$ cat src/design/afr_pkg.sv
package afr_pkg;

   // Field widths fixed by the frame format.
   localparam int BYTE_W = 8;
   localparam int POS_W  = 6;

   // Default depth of the frame store.
   localparam int BUFFER_LEN_DEFAULT = 32;

   // Frame delimiters and the position of the address byte.
   localparam logic [BYTE_W-1:0] START_BYTE       = 8'h3C;
   localparam logic [BYTE_W-1:0] END_BYTE         = 8'h3E;
   localparam int                ADDRESS_POSITION = 2;

   // Register file layout.
   localparam int               CSR_ADDR_W  = 3;
   localparam int               CSR_DATA_W  = 32;
   localparam logic             REG_DEVICE_ADDRESS = 1'b0;

   // Command from the receive control to the frame store.
   typedef struct packed {
      logic              wr_en;
      logic [POS_W-1:0]  wr_pos;
      logic [BYTE_W-1:0] wr_byte;
      logic              start;
      logic [POS_W-1:0]  end_pos;
   } afr_cmd_type;

endpackage

$ cat src/design/addressed_frame_receiver.sv
// After the closing byte the frame store is read into the registered read data and then
// the output register; the frame follows one beat per cycle while rsp_stall is low.
// Throughput: one input byte per cycle while receiving; after a closing byte the input stays
// stalled until the last beat of the frame, read through the single store read port, is taken.
// Reset: synchronous, clears the control state and device address; the frame store is
// not cleared, since every byte read out was written earlier in the same frame.
module addressed_frame_receiver #(
   parameter int BUFFER_LEN = afr_pkg::BUFFER_LEN_DEFAULT
) (
   input  logic                           clock,
   input  logic                           reset,
   input  logic                           req_valid,
   output logic                           req_stall,
   input  logic [afr_pkg::BYTE_W-1:0]     req_rx_byte,
   output logic                           rsp_valid,
   input  logic                           rsp_stall,
   output logic [afr_pkg::BYTE_W-1:0]     rsp_frame_byte,
   output logic [afr_pkg::POS_W-1:0]      rsp_end_position,
   output logic                           rsp_last_byte,
   input  logic                           psel,
   input  logic                           penable,
   input  logic                           pwrite,
   input  logic [afr_pkg::CSR_ADDR_W-1:0] paddr,
   input  logic [afr_pkg::CSR_DATA_W-1:0] pwdata,
   output logic [afr_pkg::CSR_DATA_W-1:0] prdata,
   output logic                           pready
);
   import afr_pkg::*;

   localparam int               IDX_W    = $clog2(BUFFER_LEN);
   localparam logic [IDX_W-1:0] LAST_POS = IDX_W'(BUFFER_LEN - 2);
   localparam logic [IDX_W-1:0] ADDR_POS = IDX_W'(ADDRESS_POSITION);

   typedef enum logic [1:0] {
      ST_IDLE,
      ST_RECV,
      ST_DRAIN
   } state_type;

   state_type         state_ff, state_in;
   logic [IDX_W-1:0]  pos_ff, pos_in;
   logic [BYTE_W-1:0] dev_addr_ff;
   afr_cmd_type       cmd;
   logic              drain_done;
   logic              req_acc;
   logic              csr_wr;

   // Configuration register; only the device address lives here.
   assign pready = 1'b1;
   assign csr_wr = psel && penable && pwrite && pready;

   always_ff @(posedge clock) begin
      if (reset) begin
         dev_addr_ff <= '0;
      end else if (csr_wr && paddr[2] == REG_DEVICE_ADDRESS) begin
         dev_addr_ff <= pwdata[BYTE_W-1:0];
      end
   end

   assign prdata = (paddr[2] == REG_DEVICE_ADDRESS) ? CSR_DATA_W'(dev_addr_ff) : '0;

   // Input is held off while a frame is being read out.
   assign req_stall = (state_ff == ST_DRAIN);
   assign req_acc   = req_valid && !req_stall;

   // Receive control: start detection, address filter, overflow and close.
   always_comb begin
      state_in = state_ff;
      pos_in   = pos_ff;
      cmd      = '0;
      unique case (state_ff)
         ST_IDLE: begin
            if (req_acc && req_rx_byte == START_BYTE) begin
               cmd.wr_en   = 1'b1;
               cmd.wr_pos  = '0;
               cmd.wr_byte = req_rx_byte;
               pos_in      = IDX_W'(1);
               state_in    = ST_RECV;
            end
         end
         ST_RECV: begin
            if (req_acc) begin
               priority if (pos_ff == ADDR_POS && req_rx_byte != dev_addr_ff) begin
                  state_in = ST_IDLE;
               end else begin
                  cmd.wr_en   = 1'b1;
                  cmd.wr_pos  = POS_W'(pos_ff);
                  cmd.wr_byte = req_rx_byte;
                  priority if (req_rx_byte == END_BYTE) begin
                     cmd.start   = 1'b1;
                     cmd.end_pos = POS_W'(pos_ff);
                     state_in    = ST_DRAIN;
                  end else if (pos_ff >= LAST_POS) begin
                     // The frame would not fit; drop it.
                     state_in = ST_IDLE;
                  end else begin
                     pos_in = pos_ff + 1'b1;
                  end
               end
            end
         end
         ST_DRAIN: begin
            if (drain_done) begin
               state_in = ST_IDLE;
            end
         end
         default: begin
            state_in = ST_IDLE;
         end
      endcase
   end

   always_ff @(posedge clock) begin
      if (reset) begin
         state_ff <= ST_IDLE;
         pos_ff   <= '0;
      end else begin
         state_ff <= state_in;
         pos_ff   <= pos_in;
      end
   end

   // Frame store and read-out path.
   afr_readout #(
      .BUFFER_LEN (BUFFER_LEN)
   ) u_readout (
      .clock            (clock),
      .reset            (reset),
      .cmd              (cmd),
      .drain_done       (drain_done),
      .rsp_valid        (rsp_valid),
      .rsp_stall        (rsp_stall),
      .rsp_frame_byte   (rsp_frame_byte),
      .rsp_end_position (rsp_end_position),
      .rsp_last_byte    (rsp_last_byte)
   );

   // No input beat is taken while a result beat is pending.
   a_no_req_during_rsp: assert property (@(posedge clock) disable iff (reset)
      rsp_valid |-> req_stall)
      else $error("input accepted while a result beat is pending");

   // Result beats appear only during read-out.
   a_rsp_only_in_drain: assert property (@(posedge clock) disable iff (reset)
      (state_ff != ST_DRAIN) |-> !rsp_valid)
      else $error("result beat outside read-out");

   // Once the last beat is taken, input is open again.
   a_reopen_after_last: assert property (@(posedge clock) disable iff (reset)
      (rsp_valid && !rsp_stall && rsp_last_byte) |=> !req_stall)
      else $error("input still stalled after the last beat");

   // Starting a read-out always comes from an accepted closing byte.
   a_start_on_close: assert property (@(posedge clock) disable iff (reset)
      cmd.start |-> (req_acc && req_rx_byte == END_BYTE))
      else $error("read-out started without a closing byte");

endmodule

$ cat src/design/afr_readout.sv
module afr_readout #(
   parameter int BUFFER_LEN = afr_pkg::BUFFER_LEN_DEFAULT
) (
   input  logic                       clock,
   input  logic                       reset,
   input  afr_pkg::afr_cmd_type       cmd,
   output logic                       drain_done,
   output logic                       rsp_valid,
   input  logic                       rsp_stall,
   output logic [afr_pkg::BYTE_W-1:0] rsp_frame_byte,
   output logic [afr_pkg::POS_W-1:0]  rsp_end_position,
   output logic                       rsp_last_byte
);
   import afr_pkg::*;

   localparam int IDX_W = $clog2(BUFFER_LEN);

   // Frame store, one byte per position.
   logic [BYTE_W-1:0] mem [BUFFER_LEN];

   logic [IDX_W-1:0]  rd_addr_ff, rd_addr_in;
   logic [IDX_W-1:0]  end_ff, end_in;
   logic              act_ff, act_in;
   logic              pend_ff, pend_in;
   logic              rd_last_ff;
   logic [BYTE_W-1:0] rd_data_ff;
   logic              rd_en;
   logic              load;

   logic              out_valid_ff, out_valid_in;
   logic [BYTE_W-1:0] out_byte_ff;
   logic              out_last_ff;

   // The output register takes the pending read data whenever it is free.
   assign load  = pend_ff && (!out_valid_ff || !rsp_stall);
   // A new read is issued only when its data register will be free next cycle.
   assign rd_en = act_ff && (!pend_ff || load);

   always_comb begin
      rd_addr_in = rd_addr_ff;
      end_in     = end_ff;
      act_in     = act_ff;
      if (cmd.start) begin
         rd_addr_in = '0;
         end_in     = cmd.end_pos[IDX_W-1:0];
         act_in     = 1'b1;
      end else if (rd_en) begin
         rd_addr_in = rd_addr_ff + 1'b1;
         act_in     = (rd_addr_ff != end_ff);
      end
      pend_in      = rd_en || (pend_ff && !load);
      out_valid_in = load || (out_valid_ff && rsp_stall);
   end

   // Control state of the read-out sequence.
   always_ff @(posedge clock) begin
      if (reset) begin
         rd_addr_ff   <= '0;
         end_ff       <= '0;
         act_ff       <= 1'b0;
         pend_ff      <= 1'b0;
         out_valid_ff <= 1'b0;
      end else begin
         rd_addr_ff   <= rd_addr_in;
         end_ff       <= end_in;
         act_ff       <= act_in;
         pend_ff      <= pend_in;
         out_valid_ff <= out_valid_in;
      end
   end

   // Store write port.
   always_ff @(posedge clock) begin
      if (cmd.wr_en) begin
         mem[cmd.wr_pos[IDX_W-1:0]] <= cmd.wr_byte;
      end
   end

   // Store read port with registered data and the matching last flag.
   always_ff @(posedge clock) begin
      if (rd_en) begin
         rd_data_ff <= mem[rd_addr_ff];
         rd_last_ff <= (rd_addr_ff == end_ff);
      end
   end

   // Output beat payload.
   always_ff @(posedge clock) begin
      if (load) begin
         out_byte_ff <= rd_data_ff;
         out_last_ff <= rd_last_ff;
      end
   end

   assign rsp_valid        = out_valid_ff;
   assign rsp_frame_byte   = out_byte_ff;
   assign rsp_last_byte    = out_last_ff;
   assign rsp_end_position = POS_W'(end_ff);
   assign drain_done       = out_valid_ff && !rsp_stall && out_last_ff;

endmodule

$ cat config.mk
export PLATFORM = sky130hd
export DESIGN_NAME = addressed_frame_receiver
export DESIGN_NICKNAME = d
export VERILOG_FILES = /design/src/design/afr_pkg.sv /design/src/design/addressed_frame_receiver.sv /design/src/design/afr_readout.sv
export SDC_FILE = /design/constraint.sdc
export NUM_CORES = 1
export LEC_CHECK = 0
export BUFFER_PORTS_ARGS = -buffer_cell sky130_fd_sc_hd__buf_2
export CORE_ASPECT_RATIO = 0.6
export CORE_MARGIN = 2
export CORE_UTILIZATION = 45
export DETAILED_ROUTE_END_ITERATION = 10
export PLACE_DENSITY = 0.63
export SLEW_MARGIN = 40
export SYNTH_ARGS = -nofsm -noshare
export SYNTH_HDL_FRONTEND = slang
export SYNTH_SLANG_ARGS = --single-unit
$ cat constraint.sdc
create_clock -name clock -period 3 [get_ports clock]
set_input_delay 0.6 -clock clock [delete_from_list [all_inputs] [get_ports clock]]
set_output_delay 0.6 -clock clock [all_outputs]
set_load 0.01 [all_outputs]
==> metrics.yaml <==
outcome: "complete, no violations"
routabilityCongestion: 0.872
maxCapViolations: 0
count_of_buffers_from_port_buffering: 47
ctsHtreeMaxLevel: 1
detailedPlacementHpwl_um: 17700
setup-tns-final_ns: 0
antenna_violations_before_repair: 1
grt_overflow: 0
cts.clk_slew.worst_paths_ns: 0.07
synth_largest_type_area_fraction: 0.669
synth.ff_latch_count: 302
timing.critical_path.to_type: "flip-flop"
worstSetupStartpointType: "flip-flop"
timing.hold.worst.class: "input port to flip-flop"
route.vias.total: 6448
first_pass_iters: 5
total_power_uw: 7690
synthTopCellsByArea: "edfxtp_1, mux4_2, dfxtp_1"
grt_usage: 0.191
cts_num_sinks: 302
io_pins: 100
clock_tree.root_cell: "clkbuf_16"
cts_inserted_buffers: 27
critPathArrivalTime_ns: 2.77
die_y_um: 132
initial_util: 0.462
register_area_um2: 8790
avgSynthCellArea_um2: 18.2
grt_pass1_wl_um: 40300
instance_count_of_the_mapped_netlist: 676
placed_cell_area_um2: 13300
p_per_area_nw_per_um2: 548
post-route-period-util: 0.827
shortest_clock_period_the_worst_path_allows_after_layout_ns: 2.48
synth.yosys.warnings: 0
first_global_vias: 6529
cts_resized: 0
max_slew_margin: 0.489
dieWidth_um: 217
multiInputGateArea_um2: 3200
postCtsSetupRepairBufs: 0
fin_worst_skew_ns: 0.00966
clock_latency_on_the_worst_skew_pair_ns: 0.55
final_design_area_no_fill_um2: 14000
layout-drive-gt1-share: 0.262
synth-edff-count: 274
row_count: 46
timing_max_transition_violations_final: 0
via_per_inst: 5.59
setup_violations: 0
holdBufCountCts: 0
antenna_violating_nets_post_route: 0
cts_buffer_depth: 3
share_of_the_yosys_chip_area_belonging_to_registers: 0.714
critical_path_peak_fanout: 29
core-area_um2: 26600
drt-initial-drc-count: 681
rsz0062_at_grt: "false"
worstSetupPathType: "flip-flop to flip-flop"
cts_tree: "done"
yosys-top-cells-count: "edfxtp_1, mux4_2, nor2_1"
n_antenna_cell: 0
max-vdd-ir-drop_uv: 465
layout.nets: 826
post-synth-top-area-cell: "edfxtp_1"
synthToLayoutAreaGrowth_pct: 14.1
hold_violations: 0
synth-main-ff-cell: "edfxtp_1"
timing.fmax_mhz: 403
tightestPinTransition_ns: 0.765
post_route_wl_um: 27000
synth.lib_cells_used.distinct: 46
yosysMostFrequentCell: "edfxtp_1"
drcViolationCount: 0
netlist_area_um2: 12300
final.fill_count: 2086
die_area_um2: 28700
cp_data_required_time_ns: 3.29
async_s_r_ff_share_synth: 0
pin_count_of_the_biggest_net_entering_global_routing: 40
wl_per_cell_um: 23.4
p_leak_uw: 0.00435
[final timing paths]
path,startpoint,to,slack (ns),cells past startpoint
max reg2reg,u_readout.rd_addr_ff[0],u_readout.rd_data_ff[4],0.52,6
min,pwdata[7],dev_addr_ff[7],0.30,3
min reg2reg,u_readout.rd_data_ff[6],u_readout.rsp_frame_byte[6],0.42,0
max,u_readout.rd_addr_ff[0],u_readout.rd_data_ff[4],0.52,6
[per-stage QoR]
step           utilization  setup WS, ns  hold WS (ns)  std cells
5_1_grt              0.527         0.349         0.300       1153
3_5_place_dp         0.497         0.317         0.408       1104
4_1_cts              0.527         0.486         0.275       1153
2_1_floorplan            -         0.514         0.400        700
3_3_place_gp         0.497         0.418         0.401       1104
6_report             0.527         0.519         0.298       1153
[sequential cells by signal (all words and copies together), names as in the netlist, 2 cells and up]
signal and cells:
pos_ff 5, u_readout.rd_data_ff 8, state_ff 2, u_readout.mem 256, u_readout.rd_addr_ff 5, u_readout.rsp_frame_byte 8
dev_addr_ff 8, u_readout.end_ff 5
[worst max-delay path: stages, from the launching register on]
cell and delay (ns):
dfxtp_4 0.53, buf_12 0.28, buf_4 0.22, mux4_2 0.49, mux2i_1 0.27, a22oi_1 0.21
o21a_1 0.18
[layer usage]
metal,vias to the layer above,wire (µm),global-route usage
met1,3303,12600,0.293
met3,44,2130,0.0441
met5,-,0,0
met2,257,11700,0.276
li1,2844,-,-
met4,0,604,0.0502
[report_power, final]
part	total [µW]	switching, µW	internal, µW	leakage (µW)
logic	73.1	48.7	24.4	0.00137
registers	4520	2.32	4520	0.00260
clock network	3090	1440	1650	0.000379
total	7690	1490	6200	0.00435
[kinds of logic after synthesis]
family | count (synthesis) | synth area share
and+or+nand+nor | 142 | 0.0586
xor gates and xnor gates | 17 | 0.0121
muxes | 90 | 0.150
AOI/OAI and AO/OA | 54 | 0.0291
DFF | 302 | 0.714
buffers and inverters | 66 | 0.0326
other | 2 | 0.000610
adders and majority gates | 3 | 0.00305
[layout make-up]
class,count,share of cell area
repair buffers,104,0.0562
inverters,6,0.00160
flip-flops and latches,302,0.627
clock buffers,34,0.0500
clock inverters,15,0.00526
multi-input cells,332,0.228
well taps,360,0.0321
[cell usage in the layout (no fill, tap or decap), types with 10 or more instances in the layout]
| cell | instances |
|---|---|
| dfxtp_1 | 26 |
| edfxtp_1 | 274 |
| a21oi_1 | 19 |
| xnor2_1 | 12 |
| nand2_1 | 26 |
| and2_1 | 10 |
| o21a_1 | 10 |
| mux4_2 | 62 |
| buf_12 | 10 |
| clkbuf_16 | 27 |
| nor2_1 | 42 |
| nand3_1 | 10 |
| mux4_1 | 10 |
| buf_2 | 47 |
| conb_1 | 26 |
| nand4_1 | 13 |
| nor2b_1 | 10 |
| mux2i_1 | 18 |
| nor3_1 | 12 |
| buf_4 | 47 |
(Power assumes the default switching activity.)
